### config.mk
export PLATFORM = sky130hd
export DESIGN_NAME = sat_fixed_point_mul32_core
export DESIGN_NICKNAME = d
export VERILOG_FILES = /design/src/sv/sfpm_pkg.sv /design/src/sv/sfpm_rescale.sv /design/src/sv/sat_fixed_point_mul32_core.sv
export VERILOG_INCLUDE_DIRS = /design/src /design/src/sv
export SDC_FILE = /design/constraint.sdc
export NUM_CORES = 2
export LEC_CHECK = 0
export BUFFER_PORTS_ARGS = -buffer_cell sky130_fd_sc_hd__buf_2
export CAP_MARGIN = 20
export CORE_MARGIN = 8
export CORE_UTILIZATION = 45
export DETAILED_ROUTE_END_ITERATION = 10
export PLACE_DENSITY = 0.62
export REMOVE_ABC_BUFFERS = 1
export SLEW_MARGIN = 40
export SYNTH_ARGS = -nofsm -noshare
export SYNTH_HDL_FRONTEND = slang
export SYNTH_HIERARCHICAL = 1
export SYNTH_SLANG_ARGS = --single-unit
### constraint.sdc
create_clock -name clk -period 7 [get_ports clk]
set_input_delay 1.05 -clock clk [delete_from_list [all_inputs] [get_ports clk]]
set_output_delay 1.05 -clock clk [all_outputs]
set_load 0.02 [all_outputs]
### src/sv/assert_macros.svh
// Assertion macros used by the RTL core of the fixed-point multiplier.
`ifndef ASSERT_MACROS_SVH
`define ASSERT_MACROS_SVH
`ifndef ASSERT_OFF
`define ASSERT_SAME(label, clk, rstn, ante, cons, msg) \
    label: assert property (@(posedge clk) disable iff (!rstn) (ante) |-> (cons)) \
        else $error(msg);
`define ASSERT_NEXT(label, clk, rstn, ante, cons, msg) \
    label: assert property (@(posedge clk) disable iff (!rstn) (ante) |=> (cons)) \
        else $error(msg);
`else
`define ASSERT_SAME(label, clk, rstn, ante, cons, msg)
`define ASSERT_NEXT(label, clk, rstn, ante, cons, msg)
`endif
`endif

### src/sv/sfpm_pkg.sv
// Shared widths, codes and types of the saturating fixed-point multiplier.
`timescale 1ns / 1ps
package sfpm_pkg;
    localparam int WORD_W  = 32;
    localparam int PROD_W  = 64;
    localparam int POINT_W = 7;
    localparam int AMT_W   = 6;
    localparam int IDX_W   = 2;

    localparam logic OP_UNSIGNED = 1'b0;
    localparam logic OP_SIGNED   = 1'b1;

    localparam logic [IDX_W-1:0] REG_B_POINT = 2'd0;
    localparam logic [IDX_W-1:0] REG_C_POINT = 2'd1;
    localparam logic [IDX_W-1:0] REG_RESULT  = 2'd2;

    typedef struct packed {
        logic             left;
        logic             big;
        logic [AMT_W-1:0] amt;
    } shift_ctl_t;
endpackage

### src/sv/sfpm_rescale.sv
// Moves the 64-bit product magnitude to the result binary point with saturation.
`timescale 1ns / 1ps
module sfpm_rescale
(
    input  logic [sfpm_pkg::PROD_W-1:0] mag,
    input  sfpm_pkg::shift_ctl_t        ctl,
    output logic [sfpm_pkg::WORD_W-1:0] lng
);
    logic [sfpm_pkg::PROD_W-1:0] down;
    logic [sfpm_pkg::PROD_W-1:0] up;

    assign down = mag >> ctl.amt;
    assign up   = {{sfpm_pkg::WORD_W{1'b0}}, mag[sfpm_pkg::WORD_W-1:0]} << ctl.amt;

    always_comb
    begin
        if (!ctl.left)
        begin
            if (ctl.big)
                lng = '0;
            else if (down[sfpm_pkg::PROD_W-1:sfpm_pkg::WORD_W] != '0)
                lng = '1;
            else
                lng = down[sfpm_pkg::WORD_W-1:0];
        end
        else
        begin
            if (mag[sfpm_pkg::PROD_W-1:sfpm_pkg::WORD_W] != '0)
                lng = '1;
            else if (mag[sfpm_pkg::WORD_W-1:0] == '0)
                lng = '0;
            else if (ctl.big)
                lng = '1;
            else if (up[sfpm_pkg::PROD_W-1:sfpm_pkg::WORD_W] != '0)
                lng = '1;
            else
                lng = up[sfpm_pkg::WORD_W-1:0];
        end
    end
endmodule

### src/sv/sat_fixed_point_mul32_core.sv
// Top level of the saturating fixed-point 32-bit multiplier pipeline.
// The block accepts one item per clock cycle while in_ready is high, through a four-stage
// pipeline: sign and shift setup, a 32 by 32 multiply, the rescale shifter with saturation,
// and the signed clip into the output register. A stalled output holds the pipeline only where
// stages are full, so bubbles are squeezed out first. The user must write the binary point
// registers through the cfg port while no item is in flight; the block does not enforce it.
`timescale 1ns / 1ps
`include "assert_macros.svh"
module sat_fixed_point_mul32_core
(
    input  logic                                clk,
    input  logic                                rst_n,
    input  logic                                cfg_we,
    input  logic [sfpm_pkg::IDX_W-1:0]          cfg_index,
    input  logic [sfpm_pkg::POINT_W-1:0]        cfg_data,
    input  logic                                in_valid,
    output logic                                in_ready,
    input  logic                                opcode,
    input  logic [sfpm_pkg::WORD_W-1:0]         operand_b,
    input  logic [sfpm_pkg::WORD_W-1:0]         operand_c,
    output logic                                out_valid,
    input  logic                                out_ready,
    output logic [sfpm_pkg::WORD_W-1:0]         product
);
    logic [sfpm_pkg::POINT_W-1:0] b_point_reg;
    logic [sfpm_pkg::POINT_W-1:0] c_point_reg;
    logic [sfpm_pkg::POINT_W-1:0] r_point_reg;

    logic                         v1_reg, v2_reg, v3_reg, v4_reg;
    logic                         rdy1, rdy2, rdy3, rdy4;

    logic                         op1_reg, op2_reg, op3_reg, op4_reg;
    logic                         neg1_reg, neg2_reg, neg3_reg, neg4_reg;
    logic [sfpm_pkg::WORD_W-1:0]  b1_reg, c1_reg;
    sfpm_pkg::shift_ctl_t         ctl1_reg, ctl2_reg;
    logic [sfpm_pkg::PROD_W-1:0]  mag2_reg;
    logic [sfpm_pkg::WORD_W-1:0]  lng3_reg;
    logic [sfpm_pkg::WORD_W-1:0]  product_reg;

    logic                         neg_b, neg_c;
    logic [sfpm_pkg::WORD_W-1:0]  mag_b, mag_c;
    logic signed [8:0]            point_sum;
    logic signed [8:0]            shift_d;
    logic [8:0]                   shift_mag;
    sfpm_pkg::shift_ctl_t         ctl_next;
    logic [sfpm_pkg::WORD_W-1:0]  lng_next;
    logic [sfpm_pkg::WORD_W-1:0]  product_next;

    assign rdy4     = !v4_reg || out_ready;
    assign rdy3     = !v3_reg || rdy4;
    assign rdy2     = !v2_reg || rdy3;
    assign rdy1     = !v1_reg || rdy2;
    assign in_ready = rdy1;
    assign out_valid = v4_reg;
    assign product   = product_reg;

    always_ff @(posedge clk or negedge rst_n)
    begin
        if (!rst_n)
        begin
            b_point_reg <= '0;
            c_point_reg <= '0;
            r_point_reg <= '0;
        end
        else if (cfg_we)
        begin
            unique case (cfg_index)
                sfpm_pkg::REG_B_POINT: b_point_reg <= cfg_data;
                sfpm_pkg::REG_C_POINT: c_point_reg <= cfg_data;
                sfpm_pkg::REG_RESULT:  r_point_reg <= cfg_data;
                default:               ;
            endcase
        end
    end

    always_comb
    begin
        neg_b     = (opcode == sfpm_pkg::OP_SIGNED) && operand_b[sfpm_pkg::WORD_W-1];
        neg_c     = (opcode == sfpm_pkg::OP_SIGNED) && operand_c[sfpm_pkg::WORD_W-1];
        mag_b     = neg_b ? (~operand_b + 1'b1) : operand_b;
        mag_c     = neg_c ? (~operand_c + 1'b1) : operand_c;
        point_sum = 9'(signed'(b_point_reg)) + 9'(signed'(c_point_reg));
        shift_d   = 9'(signed'(r_point_reg)) - point_sum;
        shift_mag = shift_d[8] ? (~shift_d + 1'b1) : shift_d;
        ctl_next.left = !shift_d[8];
        ctl_next.big  = shift_d[8] ? (shift_mag >= 9'd64) : (shift_mag >= 9'd32);
        ctl_next.amt  = shift_mag[sfpm_pkg::AMT_W-1:0];
    end

    sfpm_rescale u_rescale
    (
        .mag (mag2_reg),
        .ctl (ctl2_reg),
        .lng (lng_next)
    );

    always_comb
    begin
        if (op3_reg == sfpm_pkg::OP_UNSIGNED)
            product_next = lng3_reg;
        else if (lng3_reg[sfpm_pkg::WORD_W-1])
            product_next = neg3_reg ? 32'h8000_0000 : 32'h7FFF_FFFF;
        else
            product_next = neg3_reg ? (~lng3_reg + 1'b1) : lng3_reg;
    end

    always_ff @(posedge clk or negedge rst_n)
    begin
        if (!rst_n)
        begin
            v1_reg <= 1'b0;
            v2_reg <= 1'b0;
            v3_reg <= 1'b0;
            v4_reg <= 1'b0;
        end
        else
        begin
            if (rdy1)
                v1_reg <= in_valid;
            if (rdy2)
                v2_reg <= v1_reg;
            if (rdy3)
                v3_reg <= v2_reg;
            if (rdy4)
                v4_reg <= v3_reg;
        end
    end

    always_ff @(posedge clk)
    begin
        if (rdy1 && in_valid)
        begin
            op1_reg  <= opcode;
            neg1_reg <= neg_b ^ neg_c;
            b1_reg   <= mag_b;
            c1_reg   <= mag_c;
            ctl1_reg <= ctl_next;
        end
        if (rdy2 && v1_reg)
        begin
            op2_reg  <= op1_reg;
            neg2_reg <= neg1_reg;
            mag2_reg <= {{sfpm_pkg::WORD_W{1'b0}}, b1_reg} * {{sfpm_pkg::WORD_W{1'b0}}, c1_reg};
            ctl2_reg <= ctl1_reg;
        end
        if (rdy3 && v2_reg)
        begin
            op3_reg  <= op2_reg;
            neg3_reg <= neg2_reg;
            lng3_reg <= lng_next;
        end
        if (rdy4 && v3_reg)
        begin
            op4_reg     <= op3_reg;
            neg4_reg    <= neg3_reg;
            product_reg <= product_next;
        end
    end

    `ASSERT_SAME(a_unsigned_no_sign, clk, rst_n,
        v2_reg && (op2_reg == sfpm_pkg::OP_UNSIGNED), !neg2_reg,
        "unsigned item carries a negative sign")
    `ASSERT_SAME(a_pos_result, clk, rst_n,
        v4_reg && (op4_reg == sfpm_pkg::OP_SIGNED) && !neg4_reg,
        !product_reg[sfpm_pkg::WORD_W-1],
        "positive signed item gave a negative product")
    `ASSERT_SAME(a_neg_result, clk, rst_n,
        v4_reg && (op4_reg == sfpm_pkg::OP_SIGNED) && neg4_reg,
        product_reg[sfpm_pkg::WORD_W-1] || (product_reg == '0),
        "negative signed item gave a positive product")
    `ASSERT_NEXT(a_stage1_hold, clk, rst_n, v1_reg && !rdy2, v1_reg,
        "item lost in stage one under stall")
endmodule

# [Yosys cells after proc, flatten, opt, wreduce, memory -nomap -nowiden]
# Cells that the tools add are included.
[word_totals] regBits=239 input_bits=79 output_inout_bits=34 elab_cells=80
[op_classes] n_addsub=6 n_mul=1 n_lt_le_gt_ge=2 eq_ne=2 shifts=2 n_mux=15 bitwise=5 reduce_logical=23
[op_table] cell="$mux W32" n=13
[op_table] cell="$add A32 B1 Y32 const B" n=3
[op_table] cell="$not A32 Y32" n=3
[op_table] cell="$reduce_bool A32 Y1" n=3
[op_table] cell="$mul A32 B32 Y64" n=1
[op_table] cell="$shl A32 B6 Y64" n=1
[op_table] cell="$shr A64 B6 Y64" n=1
[op_table] cell="$logic_not A32 Y1" n=1
[op_table] cell="$add A9 B1 Y9 const B" n=1
[op_table] cell="$ge A9 B6 Y1 const B" n=1
[op_table] cell="$ge A9 B7 Y1 const B" n=1
[op_table] cell="$mux W9" n=1
[op_table] cell="$not A9 Y9" n=1
[op_table] cell="$sub A7 B8 Y9" n=1
[op_table] cell="$add A7 B7 Y8" n=1
[op_table] cell="$logic_and A1 B1 Y1" n=6
[op_table] cell="$reduce_and A2 Y1" n=3
[op_table] cell="$logic_not A1 Y1" n=5
[op_table] cell="$logic_or A1 B1 Y1" n=4
[op_table] cell="$eq A2 B1 Y1 const B" n=1
[op_table] cell="$eq A2 B2 Y1 const B" n=1
[op_table] cell="$logic_not A2 Y1" n=1
[op_table] cell="$mux W1" n=1
[op_table] cell="$xor A1 B1 Y1" n=1

# [Longest topological paths before layout]
[logic_depth] word_depth=7 mapped_depth=28 ltp_nobuf=26

# [By module]
# Netlist, hierarchy kept.
[by_module_without_submodules] mod="sat_fixed_point_mul32_core" n_inst=1 cells_each=4472 area_each_um2=43654.4
[by_module_without_submodules] mod="sfpm_rescale" n_inst=1 cells_each=945 area_each_um2=7504.7

# [Least setup slack after synthesis]
# No wires, ideal clock.
[synth_timing] kind="reg-to-reg" startpoint="register c1_reg[2] (netlist name)" endpoint="register mag2_reg[58] (netlist name) (data pin)" setup_time_ns=0.259 t_arrival_ns=7.117 path_slack_ns=-0.375 stages_incl_launch_ff=27 n_path_buf=2 path_cell_list="edfxtp_1 -> clkbuf_1 -> and2_1 -> fa_1 -> inv_1 -> fa_1 -> fa_1 -> fa_1 -> inv_1 -> fa_1 -> inv_1 -> fa_1 -> inv_1 -> fa_1 -> fa_1 -> ha_1 -> clkbuf_1 -> a21oi_1 -> o21ai_0 -> a211oi_1 -> or3_1 -> o311ai_0 -> a21oi_1 -> o21ai_0 -> or4_1 -> a21oi_1 -> xnor2_1"
[synth_via] elab_chain_len=1
[synth_lines] element="from (decl)" line_no="sat_fixed_point_mul32_core.sv:34" source="logic [sfpm_pkg::WORD_W-1:0] b1_reg, c1_reg;"
[synth_lines] element="from (signal assigned)" line_no="sat_fixed_point_mul32_core.sv:136" source="c1_reg <= mag_c;"
[synth_lines] element="$mul A32 B32 Y64" line_no="sat_fixed_point_mul32_core.sv:143" source="mag2_reg <= {{sfpm_pkg::WORD_W{1'b0}}, b1_reg} * {{sfpm_pkg::WORD_W{1'b0}}, c1_reg};"
[synth_lines] element="to (signal assigned)" line_no="sat_fixed_point_mul32_core.sv:143"
[synth_lines] element="to (decl)" line_no="sat_fixed_point_mul32_core.sv:36" source="logic [sfpm_pkg::PROD_W-1:0] mag2_reg;"
# Every way passes these cells.
# A chain may end at the register's enable or synchronous reset.

# [Final worst setup path]
[layout_timing] startpoint="register b1_reg[9] (netlist name)" endpoint="register mag2_reg[60] (netlist name) (data pin)"
[layout_via] elab_chain_len=1
[layout_lines] element="from (decl)" line_no="sat_fixed_point_mul32_core.sv:34"
[layout_lines] element="from (signal assigned)" line_no="sat_fixed_point_mul32_core.sv:135" source="b1_reg <= mag_b;"
[layout_lines] element="$mul A32 B32 Y64" line_no="sat_fixed_point_mul32_core.sv:143"
# Every way passes these cells.

==> summary.md <==
| Metric | Value |
|---|---|
| Outcome | finished with violations |
| Violated checks | negative setup slack |
| Critical Path Fanout Max | 7 |
| Hold EP | ctl2_reg[0]$_DFFE_PP_ |
| # fillers | 10200 |
| Relative slew slack | 40.2% |
| First-pass GRT wire length | 225 mm |
| Post-DP HPWL | 116 mm |
| Async SR Flop Fraction | 10.5% |
| R2r worst-path depth | 24 |
| Ant diodes | 0 |
| Setup Crit Path Kind | reg -> reg |
| Number of synthesized register bits | 239 |
| Clock root cell | clkbuf_16 |
| R2r endpoint | mag2_reg[60]$_DFFE_PP_ |
| Hold Vio Cnt, Final | 0 |
| DR iter-0 viols | 2629 |
| Tmin final | 7.48 ns |
| Setup violations, final | 29 |
| Number of global-route vias before repair | 41500 |
| Layer with the highest usage | met2 |
| Worst endpoint required time | 7.37 ns |
| Post-layout util | 52.4% |
| I/O pin count | 113 |
| Crit end category | register |
| Area grow syn2layout | 15.5% |
| WP data arrival | 7.85 ns |
| Total CTS buffers | 28 |
| Worst min path class | reg -> reg |
| CTS tree | done |
| Layout cells sized above 1 | 19.7% |
| Port Buf Inserts | 112 |
| Largest area contributor in the synthesized netlist | fa_1 |
| Post-route cell area | 0.0591 sq mm |
| Max_cap viols | 0 |
| Number of buffer and inverter stages on the critical path | 5 |
| Initial antenna violation count | 3 |
| Drt first pass iters | 6 |
| CP top delay family | adder cells |
| Critical R2R Launch | b1_reg[9]$_DFFE_PP_ |
| Clock transition at path regs | 0.06 ns |
| # rows | 123 |
| CP startpoint kind | register |
| # H-tree levels | 1 |
| Final cell count without fillers | 7267 |
| Sink Count | 239 |
| Mapped Cells | 5417 |
| Max FFs per register | 64 |
| Synth top area cells | fa_1 35%, edfxtp_1 13%, and2_1 7.6% |
| Yosys warns | 6 |
| Clock Skew | 0.0464 ns |
| Final Max Tran Viols | 0 |
| Skew-Pair Late Insertion Delay | 0.63 ns |
| Die Y | 353 um |
| Slowest cell on the critical path | fa_1 |
| RSZ-0062 raised after global routing | yes |
| Count of cell types in the netlist | 96 |
| Final GP Congestion | 0.924 |
| Nets@finish | 7004 |
| Period utilization | 107% |
| Most frequent cells in the layout | 872 x inv_1, 864 x fa_1, 644 x nand2_1 |
| Fin Hold WS | 0.404 ns |
| DRT Wirelength | 139 mm |
| GR Util met3 | 2.81% |
| Global Route Usage Sum | 22.0% |
| Gr ovfl total | 0 |
| Largest stage delay, worst path | 0.54 ns |
| Routed vias | 39400 |
| Hold path start | ctl1_reg[0]$_DFFE_PP_ |
| Seq/Total Area, Yosys | 13.8% |
| Top FF cell, synth | edfxtp_1 |
| Dpl cell area | 0.0559 sq mm |
| Clk buf depth | 3 |
| Cell area after synthesis | 0.0512 sq mm |
| CP Cell Sequence | buf_6, and2_1, fa_1, inv_1, fa_1, inv_1, fa_1, inv_1, fa_1, inv_1, fa_1, fa_1, fa_1, fa_1, ha_4, nand4_1, or3_4, o2111ai_2, o211ai_1, o21ai_2, o21a_1, nand3_2, o31ai_2, xnor2_1 |
| DIE WIDTH | 353 um |
| Core box area | 0.113 sq mm |
| Post-DR wirelength/cell | 19.2 um |
| Least-Margin Pin Slew | 0.893 ns |
| Final worst setup slack | -0.484 ns |
| M2 GR Usage | 37.0% |
| Commonest non-fill, non-tap cell in the layout | inv_1 |
| EDFF count, synth | 214 |
| Hold depth | 0 |
| Cells after DPL | 7133 |
| DIE AREA | 0.125 sq mm |
| Vias per inst | 5.43 |
| Antenna Nets Post-Route | 0 |
| Mean Syn Cell Area | 9.44 sq um |
| F_max | 0.134 GHz |
| Initial Utilization | 45.4% |
| Crit-path most repeated cell | fa_1 |
| Met1 usage | 30.3% |
| DRC Markers | 0 |
| Footprint of the multi-input gates | 0.0405 sq mm |
| Setup slack, reg-to-reg | -0.48 ns |
| Top-area cell type share of the netlist area | 35.3% |
| Storage element area | 0.00705 sq mm |
| Largest net degree at the start of global routing | 75 |
per-stage QoR:
step | TNS, ns | worst slack (ns)
2_1_floorplan | -21.51 | -0.769
3_3_place_gp | -18.48 | -1.04
3_5_place_dp | -20.58 | -1.06
4_1_cts | -5.25 | -0.385
5_1_grt | -13.03 | -0.705
6_report | -7.39 | -0.484
per-layer routing:
metal,part of all wire (%),up-vias
li1,-,18000
met1,44,20000
met2,47,1215
met3,5.9,212
met4,2.6,0
met5,0,-
worst max-delay path by stage:
stage	from	end	slack, ns	cells past startpoint
CTS	b1_reg[19]$_DFFE_PP_	mag2_reg[55]$_DFFE_PP_	-0.39	26
global route	c1_reg[7]$_DFFE_PP_	mag2_reg[60]$_DFFE_PP_	-0.71	25
finish	b1_reg[9]$_DFFE_PP_	mag2_reg[60]$_DFFE_PP_	-0.48	24
detailed placement	c1_reg[5]$_DFFE_PP_	mag2_reg[63]$_DFFE_PP_	-1.06	27
floorplan	ctl2_reg[0]$_DFFE_PP_	lng3_reg[22]$_DFFE_PP_	-0.77	8
global placement	c1_reg[5]$_DFFE_PP_	mag2_reg[63]$_DFFE_PP_	-1.04	27
cells by family after synthesis:
kind of cell | synth area share [%]
flip-flops | 13.8
adder cells (fa/ha/maj) | 42.1
AND/OR/NAND/NOR | 17.3
XOR/XNOR | 2.24
AO/OA/AOI/OAI | 8.17
buffers and inverters | 9.55
multiplexers | 6.89
cell usage after synthesis (all sizes together), types with 17 or more instances:
library cell / n
a31oi: 20
o21a: 22
nor3: 53
xor2: 49
inv: 905
nand4: 38
buf: 57
mux2i: 85
nand3: 38
clkbuf: 287
mux4: 92
nand2b: 19
nand2: 655
a21oi: 184
o21bai: 17
o21ai: 142
mux2: 51
xnor2: 82
or3: 27
a21o: 28
nor2b: 20
dfrtp: 25
o22ai: 19
and2: 618
ha: 277
o31ai: 30
edfxtp: 214
nor2: 200
fa: 903
o211ai: 30
nor4: 41
layout make-up:
| type | instances | share of cell area [%] |
|---|---|---|
| tap | 1500 | 3.18 |
| timing repair buffer | 643 | 8.97 |
| inverter | 907 | 5.77 |
| clock buffer | 34 | 1.22 |
| multi-input combinational | 3926 | 68.6 |
| sequential | 239 | 11.9 |
| clock inverter | 18 | 0.347 |
repair_timing:
item                                    4_1_cts  5_1_grt
setup buffers                                56       31
pin swaps                                   152       78
resized for setup                           254      156
gates cloned                                  2        1
endpoints found under the hold margin         0        0
endpoints found under the setup margin       33       37
hold buffers                                  0        0
Power is not shown: default switching activity piles up to over one toggle a cycle in this logic, so the estimate is an artifact.
